**src/design/voxel_chunk_stream_parser_assert.svh**
```systemverilog
// ---------------------------------------------------------------------------
// Voxel chunk stream parser assertion macros
// Concurrent checks for simulation; they expand to nothing in synthesis.
// ---------------------------------------------------------------------------
`ifndef VOXEL_CHUNK_STREAM_PARSER_ASSERT_SVH
`define VOXEL_CHUNK_STREAM_PARSER_ASSERT_SVH

`ifndef SYNTHESIS

// Check a property at every rising edge outside reset.
`define VCSP_ASSERT(lbl, clk, rst_n, prop) \
    lbl: assert property (@(posedge clk) disable iff (!rst_n) (prop)) \
        else $error("%m: assertion failed");

// Check that a condition never holds outside reset.
`define VCSP_ASSERT_NEVER(lbl, clk, rst_n, cond) \
    `VCSP_ASSERT(lbl, clk, rst_n, !(cond))

`else

`define VCSP_ASSERT(lbl, clk, rst_n, prop)
`define VCSP_ASSERT_NEVER(lbl, clk, rst_n, cond)

`endif

`endif

```
**src/design/vcsp_pkg.sv**
```systemverilog
// ---------------------------------------------------------------------------
// vcsp_pkg
// Shared types and constants of the voxel chunk stream parser.
// ---------------------------------------------------------------------------
package vcsp_pkg;

    localparam int VCSP_MAX_DIM   = 256;
    localparam int VCSP_JOB_DEPTH = 4;
    localparam int VCSP_OUT_DEPTH = 4;

    localparam logic [31:0] TAG_SIZE = 32'h455A_4953;
    localparam logic [31:0] TAG_XYZI = 32'h495A_5958;

    localparam logic KIND_VOXEL = 1'b0;
    localparam logic KIND_SIZE  = 1'b1;

    typedef enum logic [2:0] {
        PH_HEADER,
        PH_TAG,
        PH_CLEN,
        PH_CHILD,
        PH_SIZE,
        PH_COUNT,
        PH_VOXEL,
        PH_SKIP
    } t_phase;

    // Work handed from the parser to the address unit.
    typedef struct packed {
        logic       kind;
        logic [7:0] x;
        logic [7:0] y;
        logic [7:0] z;
        logic [7:0] color;
        logic [8:0] dx;
        logic [8:0] dy;
        logic [8:0] dz;
    } t_job;

    // One finished result item.
    typedef struct packed {
        logic        kind;
        logic [23:0] address;
        logic [7:0]  color;
        logic        in_range;
        logic [8:0]  sx;
        logic [8:0]  sy;
        logic [8:0]  sz;
    } t_result;

endpackage

```
**src/design/vcsp_fifo.sv**
```systemverilog
// ---------------------------------------------------------------------------
// vcsp_fifo
// Small register FIFO with occupancy count, used for the job and result queues.
// ---------------------------------------------------------------------------
`include "voxel_chunk_stream_parser_assert.svh"

module vcsp_fifo #(
    parameter int WIDTH = 8,
    parameter int DEPTH = 4
) (
    input  logic                       i_clk,
    input  logic                       i_rst_n,
    input  logic                       i_push,
    input  logic [WIDTH-1:0]           i_wr_data,
    input  logic                       i_pop,
    output logic [WIDTH-1:0]           o_rd_data,
    output logic                       o_empty,
    output logic                       o_full,
    output logic [$clog2(DEPTH+1)-1:0] o_count
);

    localparam int PW = (DEPTH > 1) ? $clog2(DEPTH) : 1;
    localparam int CW = $clog2(DEPTH + 1);

    logic [WIDTH-1:0] r_mem [DEPTH];
    logic [PW-1:0]    r_rd, r_wr;
    logic [CW-1:0]    r_count;
    logic             w_pop;

    assign o_empty   = (r_count == '0);
    assign o_full    = (r_count == CW'(DEPTH));
    assign o_count   = r_count;
    assign o_rd_data = r_mem[r_rd];
    assign w_pop     = i_pop & ~o_empty;

    function automatic logic [PW-1:0] wrap_inc(input logic [PW-1:0] p);
        logic [PW-1:0] q;
        if (p == PW'(DEPTH - 1)) q = '0;
        else                     q = p + 1'b1;
        return q;
    endfunction

    always_ff @(posedge i_clk) begin
        if (i_push) begin
            r_mem[r_wr] <= i_wr_data;
        end
    end

    always_ff @(posedge i_clk) begin
        if (!i_rst_n) begin
            r_rd    <= '0;
            r_wr    <= '0;
            r_count <= '0;
        end else begin
            if (i_push) r_wr <= wrap_inc(r_wr);
            if (w_pop)  r_rd <= wrap_inc(r_rd);
            r_count <= r_count + CW'(i_push) - CW'(w_pop);
        end
    end

    `VCSP_ASSERT_NEVER(a_no_push_when_full, i_clk, i_rst_n, i_push && o_full)

endmodule

```
**src/design/vcsp_front.sv**
```systemverilog
// ---------------------------------------------------------------------------
// vcsp_front
// Byte-wise chunk parser: tracks the chunk phase and emits size and voxel jobs.
// ---------------------------------------------------------------------------
`include "voxel_chunk_stream_parser_assert.svh"

module vcsp_front #(
    parameter int MAX_DIM = vcsp_pkg::VCSP_MAX_DIM
) (
    input  logic           i_clk,
    input  logic           i_rst_n,
    input  logic           i_push,
    input  logic [7:0]     i_data_byte,
    input  logic           i_file_start,
    output logic           o_full,
    output logic           o_job_push,
    output vcsp_pkg::t_job o_job,
    input  logic           i_job_full
);

    import vcsp_pkg::*;

    t_phase      r_phase, n_phase, c_phase;
    logic [2:0]  r_pos, n_pos, c_pos;
    logic [31:0] r_shift, n_shift, c_shift;
    logic [31:0] r_tag, n_tag, c_tag;
    logic [31:0] r_clen, n_clen, c_clen;
    logic [30:0] r_skip, n_skip, c_skip;
    logic [30:0] r_vox, n_vox, c_vox;
    logic [8:0]  r_dx, n_dx, c_dx;
    logic [8:0]  r_dy, n_dy, c_dy;
    logic [8:0]  r_dz, n_dz, c_dz;
    logic [1:0]  r_sfi, n_sfi, c_sfi;
    logic [7:0]  r_hx, n_hx, c_hx;
    logic [7:0]  r_hz, n_hz, c_hz;
    logic [7:0]  r_hy, n_hy, c_hy;

    logic        w_take;
    logic [31:0] w_word;
    logic        w_word_done;
    logic        w_emit;

    function automatic logic [8:0] clamp_dim(input logic [31:0] w);
        logic [8:0] r;
        if (w[31])                    r = '0;
        else if (w > 32'(MAX_DIM))    r = 9'(MAX_DIM);
        else                          r = w[8:0];
        return r;
    endfunction

    function automatic logic [30:0] non_negative(input logic [31:0] w);
        return w[31] ? 31'd0 : w[30:0];
    endfunction

    assign o_full = i_job_full;
    assign w_take = i_push & ~i_job_full;

    // A new file starts from the cleared state before its first byte.
    assign c_phase = i_file_start ? PH_HEADER : r_phase;
    assign c_pos   = i_file_start ? '0 : r_pos;
    assign c_shift = i_file_start ? '0 : r_shift;
    assign c_tag   = i_file_start ? '0 : r_tag;
    assign c_clen  = i_file_start ? '0 : r_clen;
    assign c_skip  = i_file_start ? '0 : r_skip;
    assign c_vox   = i_file_start ? '0 : r_vox;
    assign c_dx    = i_file_start ? '0 : r_dx;
    assign c_dy    = i_file_start ? '0 : r_dy;
    assign c_dz    = i_file_start ? '0 : r_dz;
    assign c_sfi   = i_file_start ? '0 : r_sfi;
    assign c_hx    = i_file_start ? '0 : r_hx;
    assign c_hz    = i_file_start ? '0 : r_hz;
    assign c_hy    = i_file_start ? '0 : r_hy;

    assign w_word      = {i_data_byte, c_shift[31:8]};
    assign w_word_done = (c_pos == 3'd3);

    // Next phase.
    always_comb begin
        n_phase = c_phase;
        case (c_phase)
            PH_HEADER: begin
                if (c_pos == 3'd7) n_phase = PH_TAG;
            end
            PH_SKIP: begin
                if (c_skip == 31'd1) n_phase = PH_TAG;
            end
            PH_VOXEL: begin
                if (c_pos[1:0] == 2'd3 && c_vox == 31'd1) n_phase = PH_TAG;
            end
            PH_TAG: begin
                if (w_word_done) n_phase = PH_CLEN;
            end
            PH_CLEN: begin
                if (w_word_done) n_phase = PH_CHILD;
            end
            PH_CHILD: begin
                if (w_word_done) begin
                    if (c_tag == TAG_SIZE)               n_phase = PH_SIZE;
                    else if (c_tag == TAG_XYZI)          n_phase = PH_COUNT;
                    else if (non_negative(c_clen) == '0) n_phase = PH_TAG;
                    else                                 n_phase = PH_SKIP;
                end
            end
            PH_SIZE: begin
                if (w_word_done && c_sfi != 2'd0 && c_sfi != 2'd1) n_phase = PH_TAG;
            end
            PH_COUNT: begin
                if (w_word_done) begin
                    n_phase = (non_negative(w_word) == '0) ? PH_TAG : PH_VOXEL;
                end
            end
            default: begin
                n_phase = c_phase;
            end
        endcase
    end

    // Datapath and job outputs.
    always_comb begin
        n_pos   = c_pos;
        n_shift = c_shift;
        n_tag   = c_tag;
        n_clen  = c_clen;
        n_skip  = c_skip;
        n_vox   = c_vox;
        n_dx    = c_dx;
        n_dy    = c_dy;
        n_dz    = c_dz;
        n_sfi   = c_sfi;
        n_hx    = c_hx;
        n_hz    = c_hz;
        n_hy    = c_hy;
        w_emit  = 1'b0;
        o_job   = '0;
        case (c_phase)
            PH_HEADER: begin
                n_pos = (c_pos == 3'd7) ? 3'd0 : c_pos + 3'd1;
            end
            PH_SKIP: begin
                n_skip = c_skip - 31'd1;
            end
            PH_VOXEL: begin
                case (c_pos[1:0])
                    2'd0: begin
                        n_hx  = i_data_byte;
                        n_pos = 3'd1;
                    end
                    2'd1: begin
                        n_hz  = i_data_byte;
                        n_pos = 3'd2;
                    end
                    2'd2: begin
                        n_hy  = i_data_byte;
                        n_pos = 3'd3;
                    end
                    default: begin
                        n_pos       = 3'd0;
                        n_vox       = c_vox - 31'd1;
                        w_emit      = 1'b1;
                        o_job.kind  = KIND_VOXEL;
                        o_job.x     = c_hx;
                        o_job.y     = c_hy;
                        o_job.z     = c_hz;
                        o_job.color = i_data_byte;
                        o_job.dx    = c_dx;
                        o_job.dy    = c_dy;
                        o_job.dz    = c_dz;
                    end
                endcase
            end
            default: begin
                // Assemble a little-endian word, one byte a step.
                n_shift = w_word;
                if (!w_word_done) begin
                    n_pos = c_pos + 3'd1;
                end else begin
                    n_pos = 3'd0;
                    case (c_phase)
                        PH_CLEN: begin
                            n_clen = w_word;
                        end
                        PH_CHILD: begin
                            if (c_tag == TAG_SIZE) begin
                                n_sfi = 2'd0;
                            end else if (c_tag != TAG_XYZI
                                         && non_negative(c_clen) != '0) begin
                                n_skip = non_negative(c_clen);
                            end
                        end
                        PH_SIZE: begin
                            if (c_sfi == 2'd0) begin
                                n_dx  = clamp_dim(w_word);
                                n_sfi = 2'd1;
                            end else if (c_sfi == 2'd1) begin
                                n_dz  = clamp_dim(w_word);
                                n_sfi = 2'd2;
                            end else begin
                                n_dy       = clamp_dim(w_word);
                                n_sfi      = 2'd0;
                                w_emit     = 1'b1;
                                o_job.kind = KIND_SIZE;
                                o_job.dx   = c_dx;
                                o_job.dy   = clamp_dim(w_word);
                                o_job.dz   = c_dz;
                            end
                        end
                        PH_COUNT: begin
                            if (non_negative(w_word) != '0) n_vox = non_negative(w_word);
                        end
                        default: begin
                            n_tag = w_word;
                        end
                    endcase
                end
            end
        endcase
    end

    assign o_job_push = w_take & w_emit;

    always_ff @(posedge i_clk) begin
        if (!i_rst_n) begin
            r_phase <= PH_HEADER;
            r_pos   <= '0;
            r_shift <= '0;
            r_tag   <= '0;
            r_clen  <= '0;
            r_skip  <= '0;
            r_vox   <= '0;
            r_dx    <= '0;
            r_dy    <= '0;
            r_dz    <= '0;
            r_sfi   <= '0;
            r_hx    <= '0;
            r_hz    <= '0;
            r_hy    <= '0;
        end else if (w_take) begin
            r_phase <= n_phase;
            r_pos   <= n_pos;
            r_shift <= n_shift;
            r_tag   <= n_tag;
            r_clen  <= n_clen;
            r_skip  <= n_skip;
            r_vox   <= n_vox;
            r_dx    <= n_dx;
            r_dy    <= n_dy;
            r_dz    <= n_dz;
            r_sfi   <= n_sfi;
            r_hx    <= n_hx;
            r_hz    <= n_hz;
            r_hy    <= n_hy;
        end
    end

    `VCSP_ASSERT(a_voxel_count_live, i_clk, i_rst_n, (r_phase == PH_VOXEL) |-> (r_vox != '0))
    `VCSP_ASSERT(a_skip_count_live, i_clk, i_rst_n, (r_phase == PH_SKIP) |-> (r_skip != '0))

endmodule

```
**src/design/vcsp_back.sv**
```systemverilog
// ---------------------------------------------------------------------------
// vcsp_back
// Address unit: two multiply stages form x + y*sx + z*sx*sy for each job.
// ---------------------------------------------------------------------------
`include "voxel_chunk_stream_parser_assert.svh"

module vcsp_back #(
    parameter int OUT_DEPTH = vcsp_pkg::VCSP_OUT_DEPTH
) (
    input  logic                           i_clk,
    input  logic                           i_rst_n,
    input  logic                           i_job_empty,
    input  vcsp_pkg::t_job                 i_job,
    output logic                           o_job_pop,
    input  logic [$clog2(OUT_DEPTH+1)-1:0] i_out_count,
    output logic                           o_out_push,
    output vcsp_pkg::t_result              o_result
);

    import vcsp_pkg::*;

    localparam int CW = $clog2(OUT_DEPTH + 1);

    logic [CW:0]  w_used;
    logic         w_issue;

    logic         r_v1, r_k1, r_ok1;
    logic [7:0]   r_x1, r_z1, r_c1;
    logic [8:0]   r_dx1, r_dy1, r_dz1;
    logic [16:0]  r_ydx1, r_dxdy1;

    logic         r_v2, r_k2, r_ok2;
    logic [7:0]   r_c2;
    logic [8:0]   r_dx2, r_dy2, r_dz2;
    logic [16:0]  r_part2;
    logic [23:0]  r_zp2;

    // Issue only when the result queue has room for everything in flight.
    assign w_used  = {1'b0, i_out_count} + (CW+1)'(r_v1) + (CW+1)'(r_v2);
    assign w_issue = ~i_job_empty && (w_used < (CW+1)'(OUT_DEPTH));
    assign o_job_pop = w_issue;

    always_ff @(posedge i_clk) begin
        if (!i_rst_n) begin
            r_v1 <= 1'b0;
            r_v2 <= 1'b0;
        end else begin
            r_v1 <= w_issue;
            r_v2 <= r_v1;
        end
    end

    always_ff @(posedge i_clk) begin
        r_k1    <= i_job.kind;
        r_ok1   <= (i_job.kind == KIND_VOXEL)
                   && ({1'b0, i_job.x} < i_job.dx)
                   && ({1'b0, i_job.y} < i_job.dy)
                   && ({1'b0, i_job.z} < i_job.dz);
        r_x1    <= i_job.x;
        r_z1    <= i_job.z;
        r_c1    <= i_job.color;
        r_dx1   <= i_job.dx;
        r_dy1   <= i_job.dy;
        r_dz1   <= i_job.dz;
        r_ydx1  <= 17'(i_job.y) * 17'(i_job.dx);
        r_dxdy1 <= 17'(i_job.dx) * 17'(i_job.dy);

        r_k2    <= r_k1;
        r_ok2   <= r_ok1;
        r_c2    <= r_c1;
        r_dx2   <= r_dx1;
        r_dy2   <= r_dy1;
        r_dz2   <= r_dz1;
        r_part2 <= 17'(r_x1) + r_ydx1;
        r_zp2   <= 24'(r_z1) * 24'(r_dxdy1);
    end

    assign o_out_push        = r_v2;
    assign o_result.kind     = r_k2;
    assign o_result.address  = r_zp2 + 24'(r_part2);
    assign o_result.color    = r_c2;
    assign o_result.in_range = r_ok2;
    assign o_result.sx       = r_dx2;
    assign o_result.sy       = r_dy2;
    assign o_result.sz       = r_dz2;

    `VCSP_ASSERT(a_credit_bound, i_clk, i_rst_n, w_used <= (CW+1)'(OUT_DEPTH))
    `VCSP_ASSERT(a_room_on_push, i_clk, i_rst_n, r_v2 |-> (i_out_count < CW'(OUT_DEPTH)))

endmodule

```
**src/design/voxel_chunk_stream_parser.sv**
```systemverilog
// ---------------------------------------------------------------------------
// voxel_chunk_stream_parser
// Byte-stream parser for voxel model files, emitting size and voxel writes.
// ---------------------------------------------------------------------------
// The block takes one file byte per cycle on the push side while full is
// low, and it keeps taking bytes while results wait: full rises only
// while the job queue between the parser and the address unit is occupied
// to its depth. A byte that completes a SIZE chunk or an XYZI record shows
// up as a result once it has passed the job queue, the two multiply stages
// of the address unit and the result queue, later only while the address
// unit waits for room in the result queue. Raise file_start with the first
// byte of a file to restart the parser and clear the dimensions. Voxel
// results carry x + y*size_x + z*size_x*size_y with in_range low when any
// coordinate lies outside the dimensions; size results carry zero address,
// color and range.
// ---------------------------------------------------------------------------

module voxel_chunk_stream_parser #(
    parameter int MAX_DIM   = vcsp_pkg::VCSP_MAX_DIM,   // 4 .. 256
    parameter int JOB_DEPTH = vcsp_pkg::VCSP_JOB_DEPTH, // 1 or more
    parameter int OUT_DEPTH = vcsp_pkg::VCSP_OUT_DEPTH  // 3 or more
) (
    input  logic        i_clk,
    input  logic        i_rst_n,
    input  logic        push,
    output logic        full,
    input  logic [7:0]  i_data_byte,
    input  logic        i_file_start,
    output logic        empty,
    input  logic        pop,
    output logic        o_result_kind,
    output logic [23:0] o_voxel_address,
    output logic [7:0]  o_color_index,
    output logic        o_in_range,
    output logic [8:0]  o_size_x,
    output logic [8:0]  o_size_y,
    output logic [8:0]  o_size_z
);

    import vcsp_pkg::*;

    localparam int OCW = $clog2(OUT_DEPTH + 1);

    // Front to job queue.
    t_job           w_job_in;
    logic           w_job_push;
    logic           w_job_full;

    // Job queue to back.
    t_job           w_job_out;
    logic           w_job_empty;
    logic           w_job_pop;

    // Back to result queue.
    t_result        w_res_in;
    t_result        w_res_out;
    logic           w_res_push;
    logic [OCW-1:0] w_res_count;

    // Parse bytes and classify them into jobs.
    vcsp_front #(
        .MAX_DIM (MAX_DIM)
    ) u_front (
        .i_clk        (i_clk),
        .i_rst_n      (i_rst_n),
        .i_push       (push),
        .i_data_byte  (i_data_byte),
        .i_file_start (i_file_start),
        .o_full       (full),
        .o_job_push   (w_job_push),
        .o_job        (w_job_in),
        .i_job_full   (w_job_full)
    );

    // Decouple the parser from the address unit.
    vcsp_fifo #(
        .WIDTH ($bits(t_job)),
        .DEPTH (JOB_DEPTH)
    ) u_job_q (
        .i_clk     (i_clk),
        .i_rst_n   (i_rst_n),
        .i_push    (w_job_push),
        .i_wr_data (w_job_in),
        .i_pop     (w_job_pop),
        .o_rd_data (w_job_out),
        .o_empty   (w_job_empty),
        .o_full    (w_job_full),
        .o_count   ()
    );

    // Form the linear address behind the parser.
    vcsp_back #(
        .OUT_DEPTH (OUT_DEPTH)
    ) u_back (
        .i_clk       (i_clk),
        .i_rst_n     (i_rst_n),
        .i_job_empty (w_job_empty),
        .i_job       (w_job_out),
        .o_job_pop   (w_job_pop),
        .i_out_count (w_res_count),
        .o_out_push  (w_res_push),
        .o_result    (w_res_in)
    );

    // Hold finished results until the consumer pops them.
    vcsp_fifo #(
        .WIDTH ($bits(t_result)),
        .DEPTH (OUT_DEPTH)
    ) u_res_q (
        .i_clk     (i_clk),
        .i_rst_n   (i_rst_n),
        .i_push    (w_res_push),
        .i_wr_data (w_res_in),
        .i_pop     (pop),
        .o_rd_data (w_res_out),
        .o_empty   (empty),
        .o_full    (),
        .o_count   (w_res_count)
    );

    assign o_result_kind   = w_res_out.kind;
    assign o_voxel_address = w_res_out.address;
    assign o_color_index   = w_res_out.color;
    assign o_in_range      = w_res_out.in_range;
    assign o_size_x        = w_res_out.sx;
    assign o_size_y        = w_res_out.sy;
    assign o_size_z        = w_res_out.sz;

endmodule

```
**config.mk**
```make
export PLATFORM = sky130hd
export DESIGN_NAME = voxel_chunk_stream_parser
export DESIGN_NICKNAME = d
export VERILOG_FILES = /design/src/design/vcsp_pkg.sv /design/src/design/vcsp_fifo.sv /design/src/design/vcsp_front.sv /design/src/design/vcsp_back.sv /design/src/design/voxel_chunk_stream_parser.sv
export VERILOG_INCLUDE_DIRS = /design/src /design/src/design
export SDC_FILE = /design/constraint.sdc
export NUM_CORES = 2
export LEC_CHECK = 0
export CAP_MARGIN = 20
export CORE_UTILIZATION = 64
export DETAILED_ROUTE_END_ITERATION = 12
export DONT_BUFFER_PORTS = 1
export PLACE_DENSITY_LB_ADDON = 0.25
export SLEW_MARGIN = 5
export SYNTH_ARGS = -nofsm -noshare
export SYNTH_HDL_FRONTEND = slang
export SYNTH_SLANG_ARGS = --single-unit
```
**constraint.sdc**
```tcl
create_clock -name i_clk -period 6.9 [get_ports i_clk]
set_clock_uncertainty 0.15 [all_clocks]
set_input_delay 1.38 -clock i_clk [delete_from_list [all_inputs] [get_ports i_clk]]
set_output_delay 1.38 -clock i_clk [all_outputs]
set_load 0.02 [all_outputs]
```
# After elaboration in Yosys (flattened, before gate mapping)
# Memory sizes are Yosys's and may differ from the RTL's. A register that Yosys moved wholly into a read port is not among the register bits.
# Cells that the tools add are included.
# word_totals
regBits	390
mem_bits_rw	484
in_bits	13
elab_cells	224
mem_count	2
# memory_table
name	words	word_bits	read_ports	rd_ports_with_merged_regs	wr	line_no	rtl
u_res_q.r_mem	4	61	1	1	1	vcsp_fifo.sv:25	logic [WIDTH-1:0] r_mem [DEPTH];
u_job_q.r_mem	4	60	1	1	1	vcsp_fifo.sv:25	
# op_classes
addsub	15
mul	3
n_lt_le_gt_ge	5
eq_ne	24
n_mux	104
n_bitwise	8
reduce_logical	23
# op_table
cell	n
31-bit two-way mux	12
32-bit two-way mux	11
9-bit two-way mux	19
31-bit case mux with 2 select lines	2
27-bit two-way mux	4
8-bit two-way mux	9
32-bit by 31-bit == test with 1-bit output, second input constant	2
31-bit by 1-bit == test with 1-bit output, second input constant	2
31-bit logical NOT	2
31-bit nonzero test	2
31-bit by 1-bit subtractor with 31-bit output, second input constant	2
59-bit two-way mux	1
27-bit case mux with 2 select lines	1
3-bit two-way mux	16
32-bit by 9-bit > comparator with 1-bit output, second input constant	1
32-bit by 31-bit != test with 1-bit output, second input constant	1
2-bit two-way mux	14
8-bit by 9-bit < comparator with 1-bit output	3
24-bit by 17-bit adder with 24-bit output	1
8-bit by 17-bit multiplier with 24-bit output	1
3-bit case mux with 8 select lines	1
3-bit == test, second input constant	6
8-bit by 17-bit adder with 17-bit output	1
8-bit by 9-bit multiplier with 17-bit output	1
other kinds (27)	67

# Depth between registers and ports, before layout
# depth
ltp_word	10
mapped_depth	26

# By module
# A second synthesis with hierarchy kept.
# hier_totals
hier_cells	3755
hier_area_um2	44859.3
# modules_own_cells
mod	instances	cells_each	area_per_inst_um2	seq_area_each_um2
vcsp_back	1	1549	14455.1	3343.2
vcsp_front	1	1485	11867.6	4184.0
vcsp_fifo at u_res_q	1	363	9341.5	7507.2
vcsp_fifo at u_job_q	1	358	9195.1	7387.1

# Least setup slack after synthesis
# Ideal clock, no wire load.
# synth_timing
path_kind	input -> register
startpoint	in i_file_start
endpoint	mem u_job_q.r_mem[3][0] in the netlist's numbering (enable)
t_arrival_ps	5587
required_ps	6326
setup_slack_ps	739
cell_stages	16
path_buffers	6
path_cell_list	clkbuf_1 > buf_2 > clkinv_1 > clkbuf_1 > clkbuf_1 > clkbuf_1 > nand2_1 > inv_1 > ha_1 > ha_1 > clkbuf_1 > nand4_1 > clkinv_1 > nor2_1 > nor2_1 > and2_1
# synth_via
elab_chain_cells	10
word_cells_on_any_way	24
# synth_lines
item	line_no	rtl
start, declared	voxel_chunk_stream_parser.sv:28	input logic i_file_start,
2-bit two-way mux	vcsp_front.sv:69	assign c_sfi = i_file_start ? '0 : r_sfi;
2-bit by 1-bit == test with 1-bit output	vcsp_front.sv:194	end else if (c_sfi == 2'd1) begin
1-bit two-way mux	vcsp_front.sv:194	
1-bit two-way mux	vcsp_front.sv:191	if (c_sfi == 2'd0) begin
1-bit two-way mux	vcsp_front.sv:178	case (c_phase)
1-bit two-way mux	vcsp_front.sv:174	if (!w_word_done) begin
1-bit case mux with 2 select lines *	vcsp_front.sv:135	case (c_phase)
1-bit AND *	vcsp_front.sv:219	assign o_job_push = w_take & w_emit;
via u_front.o_job_push	vcsp_front.sv:16	output logic o_job_push,
1-bit two-way mux *	vcsp_fifo.sv:44	if (i_push) begin
1-bit two-way mux (implied by the code) *	vcsp_fifo.sv:45	r_mem[r_wr] <= i_wr_data;
end, declared	vcsp_fifo.sv:25	
# The timed path passes the listed nets; every way through them passes the cells marked *.

==> flow_metrics.py <==
metrics = {
    "cells_and_area": {
        "final_layout_size_suffix_gt1_frac": 0.0995,
        "stdcell_count": 4801,
        "finish.utilization": 0.710,
        "fin_nets": 4182,
        "area_delta_synth_final_pct": 9.11,
        "antenna_cells": 0,
        "final_cell_mix": "edfxtp_1, dfxtp_1, inv_1",
        "fillers": 4761,
        "final_common_cell": "edfxtp_1",
    },
    "worst_setup_path": {
        "endpoint_kind": "register",
        "cp_slowest_stage_delay_ns": 0.65,
        "crit_top_cell": "fa_1",
        "cp_max_fo": 33,
        "worstSetupStartpointType": "register",
        "cp_slowest_cell": "dfxtp_4",
        "arrival_ns": 6.54,
        "criticalPathCategory": "reg -> reg",
        "crit_chain": "buf_12, mux2i_1, nand2_1, o21ai_2, clkinv_1, and2_1, fa_1, fa_1, fa_1, inv_1, fa_1, inv_1, ha_1, a21boi_0, o41a_1, a41o_1, o41ai_1, xnor2_1",
        "required_ns": 7.31,
    },
    "floorplanning": {
        "io_pins": 76,
        "die_x_um": 267,
        "start_util": 0.651,
        "core_um2": 68900,
        "die_h_um": 267,
        "num_rows": 96,
        "die_area_um2": 71200,
    },
    "sta": {
        "worstMarginPinSlew_ns": 1.12,
        "grt_setup_unrepaired": "false",
        "slew_viol_final": 0,
        "fmax_mhz": 163,
        "hold_violations": 0,
        "finalCritPeriodShare": 0.890,
        "setup_violations": 0,
        "hold_ws_ns": 0.173,
        "fin_crit_ns": 6.14,
        "relSlewSlack": 0.251,
        "fin_tns_setup_ns": 0,
    },
    "yosys": {
        "synthDistinctLibCells": 84,
        "syn_area_um2": 44900,
        "yosysWarningCount": 0,
        "syn_nets": 4242,
        "yosys.area.top_type": "edfxtp_1",
        "synth_edf_count": 484,
        "synth_area_leaders": "edfxtp_1, dfxtp_1, fa_1",
        "async_flop_share": 0,
        "syn_inst": 3855,
        "avgSynthCellArea_um2": 11.6,
        "synth-main-ff-cell": "edfxtp_1",
        "yosys.area.top_type_share": 0.324,
        "yosys_register_bits": 878,
        "seq_area_frac_synth": 0.500,
    },
    "clocking": {
        "ctsRootBufferMaster": "clkbuf_16",
        "cts_resized": 0,
        "clk_pin_slew_ns": 0.07,
        "cts_tree": "built",
        "cts_setup_buffers": 0,
        "htreeDepth": 3,
        "cts_buffers": 87,
        "clock_sinks": 878,
        "clockBufferDepth": 3,
        "hold_buffers": 0,
        "clk_latency_ns": 0.66,
    },
    "global_routing": {
        "grt_usage": 0.293,
        "grt_overflow": 0,
        "grt_pass1_vias": 29300,
        "grt_pass1_wl_um": 162000,
        "grt_max_degree": 212,
        "antenna_found_initial": 4,
    },
    "place": {
        "portBuffers": 0,
        "dp_cells": 4635,
        "dpl.hpwl_um": 67100,
        "globalplace.congestion": 0.912,
    },
    "routing": {
        "drc": 0,
        "vias": 29600,
        "drt.antenna.violating_nets": 0,
        "wire_per_inst_um": 21.5,
        "wirelength_um": 103000,
        "firstDrtPassIters": 6,
        "viasPerCell": 6.17,
        "drt_iter0_markers": 2458,
    },
    "power": {
        "p_leak_nw": 18.5,
        "ir_drop_mv": 0.221,
        "p_per_area_nw_per_um2": 233,
    },
    "run_status": {
        "status": "finished, final reports clean",
    },
    "run": {
        "cap_violations": 0,
    },
    "hold_path": {
        "hold_class": "reg -> reg",
    },
}
-- worst paths after layout --
path                           start                   endpoint  slack, ns  cells past startpoint
max                         register  u_back.r_ydx1[15]$_DFF_P_       0.76                     18
min reg2reg  u_back.r_dy1[0]$_DFF_P_    u_back.r_dy2[0]$_DFF_P_       0.17                      0
max reg2reg                 register  u_back.r_ydx1[15]$_DFF_P_       0.76                     18
min          u_back.r_dy1[0]$_DFF_P_    u_back.r_dy2[0]$_DFF_P_       0.17                      0
-- kinds of logic (layout without fill, tap and decap cells) --
family,Yosys count,count (layout),share of synthesized area
AO/OA/AOI/OAI,707,707,0.103
XOR/XNOR,89,89,0.0174
adder cells (fa/ha/maj),374,374,0.135
buffers and inverters,507,522,0.0438
flip-flops,878,878,0.500
multiplexers,166,166,0.0664
AND/OR/NAND/NOR,1134,1134,0.135
-- routing by layer --
layer | share of wire | up-vias | track usage
met5 | 0.00041 | - | 0
met4 | 0.033 | 6 | 0.112
met3 | 0.062 | 217 | 0.0435
met2 | 0.51 | 1096 | 0.507
met1 | 0.40 | 14700 | 0.371
li1 | - | 13600 | -
-- critical path, delay by kind of cell, from the launching register on --
family,cells,cell delay [ns]
and+or+nand+nor,2,0.40
xor gates and xnor gates,1,0.15
adders and majority gates,5,2.22
DFF,1,0.65
muxes,1,0.22
AOI/OAI and AO/OA,5,1.42
buffers and inverters,4,0.82
-- layout make-up --
type	instances	area (um2)	area share
clock inverters	53	866	0.0177
flip-flops and latches	878	22400	0.458
well taps	931	1160	0.0238
repair buffers	51	440	0.00899
clock buffers	111	2380	0.0486
multi-input cells	2470	20500	0.419
inverters	307	1150	0.0235
-- stage by stage --
stage | instance area, um2 | setup WS (ns) | total power [W]
4_1_cts | 49000 | 0.793 | 0.0115
6_report | 49000 | 0.762 | 0.0114
5_1_grt | 49000 | 0.463 | 0.0117
3_5_place_dp | 45700 | 0.899 | 0.00625
2_1_floorplan | 44900 | 0.739 | 0.00616
3_3_place_gp | 45700 | 0.957 | 0.00624
-- synthesized netlist by cell type, drive strengths merged, types with 38 or more instances --
cell type / instances
edfxtp: 484
dfxtp: 394
inv: 301
nand2: 234
nor2b: 206
nor2: 197
and2: 196
ha: 190
fa: 184
o21ai: 180
clkbuf: 156
a21oi: 146
a22oi: 125
mux4: 103
and3: 64
xnor2: 63
nor3: 60
buf: 44
a31oi: 43
mux2i: 38
-- state kept, by name, summed over array words and instances, names as in the netlist, 24 cells and up, named ones only --
signal / flops
u_front.r_vox: 31
u_back.r_zp2: 24
u_front.r_clen: 32
u_front.r_tag: 32
u_res_q.r_mem: 244
u_job_q.r_mem: 240
u_front.r_shift: 24
u_front.r_skip: 31
-- power breakdown --
part | switching [W] | total [W] | internal, W
registers | 0.0000930 | 0.00558 | 0.00549
logic | 0.000314 | 0.000556 | 0.000243
clock network | 0.00209 | 0.00528 | 0.00319
total | 0.00249 | 0.0114 | 0.00892
(Power assumes the default switching activity.)
